==> src/rtl/u8nm_pkg.sv <==
`default_nettype none

package u8nm_pkg;

  localparam int MAX_CHARS = 64;
  localparam int CNT_W     = $clog2(MAX_CHARS + 1);
  localparam int IDX_W     = $clog2(MAX_CHARS);
  localparam int SUM_W     = CNT_W + 1;
  localparam int CODE_W    = 21;

  // Diacritics folded to their base letter
  localparam logic [CODE_W-1:0] CP_A       = CODE_W'(97);
  localparam logic [CODE_W-1:0] CP_A_BREVE = CODE_W'(259);
  localparam logic [CODE_W-1:0] CP_A_CIRC  = CODE_W'(226);
  localparam logic [CODE_W-1:0] CP_I       = CODE_W'(105);
  localparam logic [CODE_W-1:0] CP_I_CIRC  = CODE_W'(238);
  localparam logic [CODE_W-1:0] CP_S       = CODE_W'(115);
  localparam logic [CODE_W-1:0] CP_S_CED   = CODE_W'(351);
  localparam logic [CODE_W-1:0] CP_T       = CODE_W'(116);
  localparam logic [CODE_W-1:0] CP_T_CED   = CODE_W'(355);

  function automatic logic [CODE_W-1:0] fold_char(input logic [CODE_W-1:0] u);
    logic [CODE_W-1:0] r;
    r = u;
    if (u == CP_A_BREVE || u == CP_A_CIRC) r = CP_A;
    else if (u == CP_I_CIRC) r = CP_I;
    else if (u == CP_S_CED) r = CP_S;
    else if (u == CP_T_CED) r = CP_T;
    return r;
  endfunction

endpackage

`default_nettype wire

==> src/rtl/utf8_near_match_compare_top.sv <==
// Result: after an end request of the second string the block passes through a start state,
//   skips the walk when the counts differ by more than one, else walks prefix then suffix,
//   and loads the result from the finish state, where it waits while out_stall holds the output.
// Throughput: one byte request per cycle while idle; in_stall stays high during the
//   compare, which walks both character memories a pair at a time through a registered read.
// Reset: synchronous active-low rst_n clears counts, decoder, flags and output valid;
//   character memories are not cleared, only entries below the counts are read.
`default_nettype none

module utf8_near_match_compare_top (
  input  wire logic clk,
  input  wire logic rst_n,
  input  wire logic in_valid,
  output logic      in_stall,
  input  wire logic in_string_select,
  input  wire logic in_has_byte,
  input  wire logic [7:0] in_byte_value,
  input  wire logic in_end_of_string,
  output logic      out_valid,
  input  wire logic out_stall,
  output logic      out_near_match,
  output logic      out_overflow
);
  import u8nm_pkg::*;

  typedef enum logic [6:0] {
    ST_IDLE    = 7'b0000001,
    ST_START   = 7'b0000010,
    ST_PRE_RD  = 7'b0000100,
    ST_PRE_CMP = 7'b0001000,
    ST_SUF_RD  = 7'b0010000,
    ST_SUF_CMP = 7'b0100000,
    ST_FIN     = 7'b1000000
  } state_t;

  state_t state_r, state_nxt;

  logic [CODE_W-1:0] first_mem  [MAX_CHARS];
  logic [CODE_W-1:0] second_mem [MAX_CHARS];
  logic [CODE_W-1:0] rd_first_r, rd_second_r;

  logic [CNT_W-1:0]  first_count_r, first_count_nxt;
  logic [CNT_W-1:0]  second_count_r, second_count_nxt;
  logic [CODE_W-1:0] partial_r, partial_nxt;
  logic [1:0]        pending_r, pending_nxt;
  logic              ovf_seen_r, ovf_seen_nxt;
  logic [CNT_W-1:0]  pos_r, pos_nxt;
  logic [CNT_W-1:0]  trim_r, trim_nxt;
  logic              res_r, res_nxt;
  logic              out_valid_r, out_valid_nxt;
  logic              out_match_r, out_match_nxt;
  logic              out_ovf_r, out_ovf_nxt;

  logic              accept;
  logic              store_en;
  logic [CODE_W-1:0] store_code;
  logic              wr_first, wr_second;
  logic [IDX_W-1:0]  raddr_first, raddr_second;
  logic [SUM_W-1:0]  walk_sum, walk_sum_p1;
  logic [SUM_W-1:0]  n1_ext, n2_ext;
  logic              walk_more;
  logic              suf_done_ok;
  logic              pair_match;
  logic              out_free;
  logic [CNT_W-1:0]  suf_first, suf_second;

  assign accept   = in_valid && !in_stall;
  assign in_stall = (state_r != ST_IDLE);
  assign out_free = !out_valid_r || !out_stall;

  // Byte decoder
  always_comb begin
    store_en    = 1'b0;
    store_code  = '0;
    partial_nxt = partial_r;
    pending_nxt = pending_r;
    if (accept && in_has_byte) begin
      if (pending_r != 2'd0) begin
        partial_nxt = {partial_r[CODE_W-7:0], in_byte_value[5:0]};
        pending_nxt = pending_r - 2'd1;
        if (pending_r == 2'd1) begin
          store_en    = 1'b1;
          store_code  = {partial_r[CODE_W-7:0], in_byte_value[5:0]};
          partial_nxt = '0;
        end
      end else if (in_byte_value[7] == 1'b0) begin
        store_en   = 1'b1;
        store_code = {{(CODE_W-8){1'b0}}, in_byte_value};
      end else if (in_byte_value[7:5] == 3'b110) begin
        partial_nxt = {{(CODE_W-5){1'b0}}, in_byte_value[4:0]};
        pending_nxt = 2'd1;
      end else if (in_byte_value[7:4] == 4'b1110) begin
        partial_nxt = {{(CODE_W-4){1'b0}}, in_byte_value[3:0]};
        pending_nxt = 2'd2;
      end else if (in_byte_value[7:3] == 5'b11110) begin
        partial_nxt = {{(CODE_W-3){1'b0}}, in_byte_value[2:0]};
        pending_nxt = 2'd3;
      end
    end
    if (accept && in_end_of_string) begin
      partial_nxt = '0;
      pending_nxt = 2'd0;
    end
  end

  assign wr_first  = store_en && !in_string_select && (first_count_r < CNT_W'(MAX_CHARS));
  assign wr_second = store_en && in_string_select && (second_count_r < CNT_W'(MAX_CHARS));

  always_ff @(posedge clk) begin
    if (wr_first) begin
      first_mem[first_count_r[IDX_W-1:0]] <= store_code;
    end
    if (wr_second) begin
      second_mem[second_count_r[IDX_W-1:0]] <= store_code;
    end
    rd_first_r  <= first_mem[raddr_first];
    rd_second_r <= second_mem[raddr_second];
  end

  // Walk addressing: prefix at pos, suffix at count-1-trim
  assign n1_ext      = {1'b0, first_count_r};
  assign n2_ext      = {1'b0, second_count_r};
  assign walk_sum    = {1'b0, pos_r} + {1'b0, trim_r};
  assign walk_sum_p1 = walk_sum + SUM_W'(1);
  assign walk_more   = (walk_sum < n1_ext) && (walk_sum < n2_ext);
  assign suf_done_ok = (n1_ext <= walk_sum_p1) && (n2_ext <= walk_sum_p1);
  assign suf_first   = first_count_r - trim_r - CNT_W'(1);
  assign suf_second  = second_count_r - trim_r - CNT_W'(1);
  assign raddr_first  = (state_r == ST_SUF_RD) ? suf_first[IDX_W-1:0] : pos_r[IDX_W-1:0];
  assign raddr_second = (state_r == ST_SUF_RD) ? suf_second[IDX_W-1:0] : pos_r[IDX_W-1:0];

  // Shared compare unit
  assign pair_match = (fold_char(rd_first_r) == fold_char(rd_second_r));

  always_comb begin
    state_nxt        = state_r;
    first_count_nxt  = first_count_r;
    second_count_nxt = second_count_r;
    ovf_seen_nxt     = ovf_seen_r;
    pos_nxt          = pos_r;
    trim_nxt         = trim_r;
    res_nxt          = res_r;
    out_valid_nxt    = out_valid_r && out_stall;
    out_match_nxt    = out_match_r;
    out_ovf_nxt      = out_ovf_r;

    if (wr_first) first_count_nxt = first_count_r + CNT_W'(1);
    if (wr_second) second_count_nxt = second_count_r + CNT_W'(1);
    if (store_en && !wr_first && !wr_second) ovf_seen_nxt = 1'b1;

    case (state_r)
      ST_IDLE: begin
        if (accept && in_end_of_string && in_string_select) begin
          state_nxt = ST_START;
        end
      end
      ST_START: begin
        pos_nxt  = '0;
        trim_nxt = '0;
        if ((n1_ext > n2_ext + SUM_W'(1)) || (n2_ext > n1_ext + SUM_W'(1))) begin
          res_nxt   = 1'b0;
          state_nxt = ST_FIN;
        end else begin
          state_nxt = ST_PRE_RD;
        end
      end
      ST_PRE_RD: begin
        if (walk_more) begin
          state_nxt = ST_PRE_CMP;
        end else begin
          // prefix covers one string
          res_nxt   = 1'b1;
          state_nxt = ST_FIN;
        end
      end
      ST_PRE_CMP: begin
        if (pair_match) begin
          pos_nxt   = pos_r + CNT_W'(1);
          state_nxt = ST_PRE_RD;
        end else begin
          state_nxt = ST_SUF_RD;
        end
      end
      ST_SUF_RD: begin
        if (walk_more) begin
          state_nxt = ST_SUF_CMP;
        end else begin
          res_nxt   = suf_done_ok;
          state_nxt = ST_FIN;
        end
      end
      ST_SUF_CMP: begin
        if (pair_match) begin
          trim_nxt  = trim_r + CNT_W'(1);
          state_nxt = ST_SUF_RD;
        end else begin
          res_nxt   = suf_done_ok;
          state_nxt = ST_FIN;
        end
      end
      ST_FIN: begin
        if (out_free) begin
          out_valid_nxt    = 1'b1;
          out_match_nxt    = res_r;
          out_ovf_nxt      = ovf_seen_r;
          first_count_nxt  = '0;
          second_count_nxt = '0;
          ovf_seen_nxt     = 1'b0;
          state_nxt        = ST_IDLE;
        end
      end
      default: begin
        state_nxt = ST_IDLE;
      end
    endcase
  end

  always_ff @(posedge clk) begin
    if (!rst_n) begin
      state_r        <= ST_IDLE;
      first_count_r  <= '0;
      second_count_r <= '0;
      partial_r      <= '0;
      pending_r      <= 2'd0;
      ovf_seen_r     <= 1'b0;
      out_valid_r    <= 1'b0;
    end else begin
      state_r        <= state_nxt;
      first_count_r  <= first_count_nxt;
      second_count_r <= second_count_nxt;
      partial_r      <= partial_nxt;
      pending_r      <= pending_nxt;
      ovf_seen_r     <= ovf_seen_nxt;
      out_valid_r    <= out_valid_nxt;
    end
  end

  always_ff @(posedge clk) begin
    pos_r       <= pos_nxt;
    trim_r      <= trim_nxt;
    res_r       <= res_nxt;
    out_match_r <= out_match_nxt;
    out_ovf_r   <= out_ovf_nxt;
  end

  assign out_valid      = out_valid_r;
  assign out_near_match = out_match_r;
  assign out_overflow   = out_ovf_r;

  a_count_bound: assert property (@(posedge clk) disable iff (!rst_n)
    first_count_r <= CNT_W'(MAX_CHARS) && second_count_r <= CNT_W'(MAX_CHARS))
    else $error("character count beyond capacity");

  a_pre_in_range: assert property (@(posedge clk) disable iff (!rst_n)
    state_r == ST_PRE_CMP |-> (pos_r < first_count_r) && (pos_r < second_count_r))
    else $error("prefix walk read past a stored string");

  a_fin_clears: assert property (@(posedge clk) disable iff (!rst_n)
    (state_r == ST_FIN && out_free) |=>
      out_valid_r && first_count_r == '0 && second_count_r == '0 && !ovf_seen_r)
    else $error("result load did not clear the stores");

  a_end_drops_seq: assert property (@(posedge clk) disable iff (!rst_n)
    (accept && in_end_of_string) |=> pending_r == 2'd0 && partial_r == '0)
    else $error("pending sequence survived an end request");

  a_result_from_fin: assert property (@(posedge clk) disable iff (!rst_n)
    $rose(out_valid_r) |-> $past(state_r == ST_FIN))
    else $error("result shown outside the finish step");

endmodule

`default_nettype wire

==> config.mk <==
export PLATFORM = sky130hd
export DESIGN_NAME = utf8_near_match_compare_top
export DESIGN_NICKNAME = d
export VERILOG_FILES = /design/src/rtl/u8nm_pkg.sv /design/src/rtl/utf8_near_match_compare_top.sv
export SDC_FILE = /design/constraint.sdc
export NUM_CORES = 2
export LEC_CHECK = 0
export BUFFER_PORTS_ARGS = -buffer_cell sky130_fd_sc_hd__buf_2
export CAP_MARGIN = 5
export CORE_UTILIZATION = 45
export CTS_CLUSTER_SIZE = 14
export DETAILED_ROUTE_END_ITERATION = 6
export SYNTH_ARGS = -nofsm -noshare
export SYNTH_HDL_FRONTEND = slang
export SYNTH_SLANG_ARGS = --single-unit
==> constraint.sdc <==
create_clock -name clk -period 10.5 [get_ports clk]
set_clock_uncertainty 0.05 [all_clocks]
set_input_delay 2.625 -clock clk [delete_from_list [all_inputs] [get_ports clk]]
set_output_delay 2.625 -clock clk [all_outputs]
set_load 0.01 [all_outputs]
==> impl_metrics.toml <==
[cts]
cts_tree = "built"
htreeDepth = 5
clkLatencyLatePin_ns = 0.94
ctsResizeCount = 0
post_cts_buffers = 0
cts_root_buf = "clkbuf_16"
cts.hold.buffers_added = 0
cts_num_sinks = 2787
clk_pin_slew_ns = 0.06
clk_path_buf_depth = 4
tritoncts.num_buffers = 295

[critical_path]
worstSetupStartpointType = "primary input"
crit_family = "simple AND/OR/NAND/NOR gates"
critPathKind = "in -> reg"
required_ns = 10.97
cp_common_cell = "nand3_1"
crit_slowest_cell = "nor2_2"
cp_max_fo = 21
cp-end-kind = "register"
slowest_delay_ns = 1.43
cp_num_buf_inv = 1
critPathArrivalTime_ns = 6.61
path_cells = "buf_2 > nand3_1 > or3_1 > nor3_2 > nand3_1 > nor2_2"

[global_routing]
grt_max_degree = 188
grt_use_total = 0.277
first_global_vias = 67867
grt_pass1_wl_mm = 500
grt-ovfl-total = 0
antenna_found_initial = 21

[floorplanning]
dieArea_um2 = 252000
ios = 19
start_util = 0.453
die_w_um = 502
rows = 183
chipHeight_um = 502
core_um2 = 248000

[cells_and_area]
final_util = 0.506
final_cell_area_um2 = 126000
nets = 8045
area_delta_synth_final_pct = 11.8
drive_gt1_frac = 0.101

[synthesis]
synthTopCellsByArea = "edfxtp_1 (72%), nand2_1 (5.3%), a211oi_1 (2.6%)"
synth_top_area_frac = 0.722
ys_top_cells_by_count = "edfxtp_1 (2,705), nand2_1 (1,594), and3_1 (393), clkbuf_1 (387), a211oi_1 (382)"
synth_top_area_cell = "edfxtp_1"
syn_area_um2 = 112000
synth-seq-cells = 2787
yosys.cell_types.count = 91
synth_nets = 8107
synth-edff-count = 2705
seq_area_frac_synth = 0.737
syn_inst = 8030
synth_ff_type = "edfxtp_1"
yosysMostFrequentCell = "edfxtp_1"
yosys_warnings = 0
async_reset_ff_frac = 0
postSynthAreaPerCell_um2 = 14.0

[timing]
rsz0062_at_grt = "false"
final-hold-violation-count = 0
hold_ws_ns = 0.384
setup_viol_count_final = 0
post-route-period-util = 0.585
finalCriticalPeriod_ns = 6.14
fmax_ghz = 0.163
worst_pin_slew_ns = 1.35
tns_ns = 0
finalMaxSlewViolations = 0
slew_headroom = 0.0972

[job]
maxCapViolCount = 0

[place]
post-dp-hpwl_mm = 202
io_buffer_count = 18
placed_cell_area_um2 = 117000
gp_congestion = 0.954

[hold_path]
hold_path.class = "reg -> reg"

[outcome]
outcome = "finished, violations left"
violations = "DRC"

[routing]
dr.pass1.iters = 7
drc = 1
vias_per_cell = 6.29
drt_iter0_drc = 10205
routed_wl_mm = 353
postRouteAntennaNets = 0
vias = 72450
wl_per_cell_um = 30.7

[pwr]
power_density_nw_per_um2 = 178
power_leakage_uw = 0.0433
vdd_drop_max_mv = 0.145
[flip-flops by register name, summed over array words and instances, names as in the netlist, 2 cells and up]
name,cells
rd_second_r,21
state_r,7
first_mem,1344
first_count_r,7
trim_r,7
rd_first_r,21
pending_r,2
second_count_r,7
pos_r,7
second_mem,1344
partial_r,15
[area by class of cell]
type | instances | area (um2)
fill | 20603 | 123000
sequential | 2787 | 82900
multi-input combinational | 4636 | 27800
clock buffer | 385 | 7950
tap | 3330 | 4170
timing repair buffer | 208 | 1790
clock inverter | 121 | 1020
inverter | 40 | 150
antenna | 9 | 22.5
[cell families after synthesis]
family	synth area share
mux	0.0168
compound gates	0.0957
simple gates	0.117
xor+xnor	0.00475
flops	0.737
buf+inv	0.0219
fa+ha+maj	0.00710
[layout by cell type (no fill, tap or decap), types with 18 or more instances in the layout]
master     instances
edfxtp_1        2705
nand2_1         1591
and3_1           393
a211oi_1         382
nand3_1          368
clkbuf_16        302
a311oi_1         262
a31oi_1          205
buf_4            165
nor2_2           131
a21oi_1          129
mux2i_1          126
o21ai_0          106
nor2_1           100
a32oi_1          100
dfxtp_1           82
clkbuf_1          75
nor3_1            63
nand4_1           63
ha_1              59
clkinv_1          57
o22ai_1           47
o211ai_1          41
clkinv_2          40
a22oi_1           38
inv_1             37
xnor2_1           35
xor2_1            26
mux4_2            26
or4_1             24
and2_4            20
buf_2             19
bufinv_16         18
[per-stage QoR]
stage	std cells	worst slack, ns	power [uW]
finish	11516	4.36	22400
global route	11508	4.24	22900
CTS	11497	4.56	22500
detailed placement	10991	3.61	12700
global placement	10990	3.61	12700
floorplan	8030	1.63	12500
[layer usage]
layer | up-vias | wire length [um] | GRT usage
li1 | 31012 | - | -
met1 | 36725 | 139000 | 0.378
met2 | 3873 | 161000 | 0.427
met3 | 826 | 33000 | 0.0498
met4 | 14 | 19400 | 0.135
met5 | - | 98 | 0
[worst paths after layout]
path | startpoint | end | slack (ns) | depth (start not counted)
worst max-delay path | in_valid | second_mem[61][16] | 4.36 | 6
worst min-delay path | res_r | out_near_match | 0.38 | 0
worst max register to register | state_r[1] | second_mem[61][16] | 4.37 | 7
worst min register to register | res_r | out_near_match | 0.38 | 0
[worst reg2reg max path: stages, from the launching register on]
cell and delay [ns]:
dfxtp_1 0.39, or4_1 0.81, nor4b_4 0.53, nand3_1 0.29
or3_1 0.54, nor3_2 0.59, nand3_1 1.10, nor2_2 1.44
[power breakdown]
| group | switching, uW | leakage (uW) | internal [uW] |
|---|---|---|---|
| Clock | 4210 | 0.00439 | 5750 |
| Combinational | 279 | 0.0106 | 84.9 |
| Sequential | 10.6 | 0.0283 | 12100 |
| Total | 4500 | 0.0433 | 17900 |
Note: power is estimated with default switching activity, not from simulation.
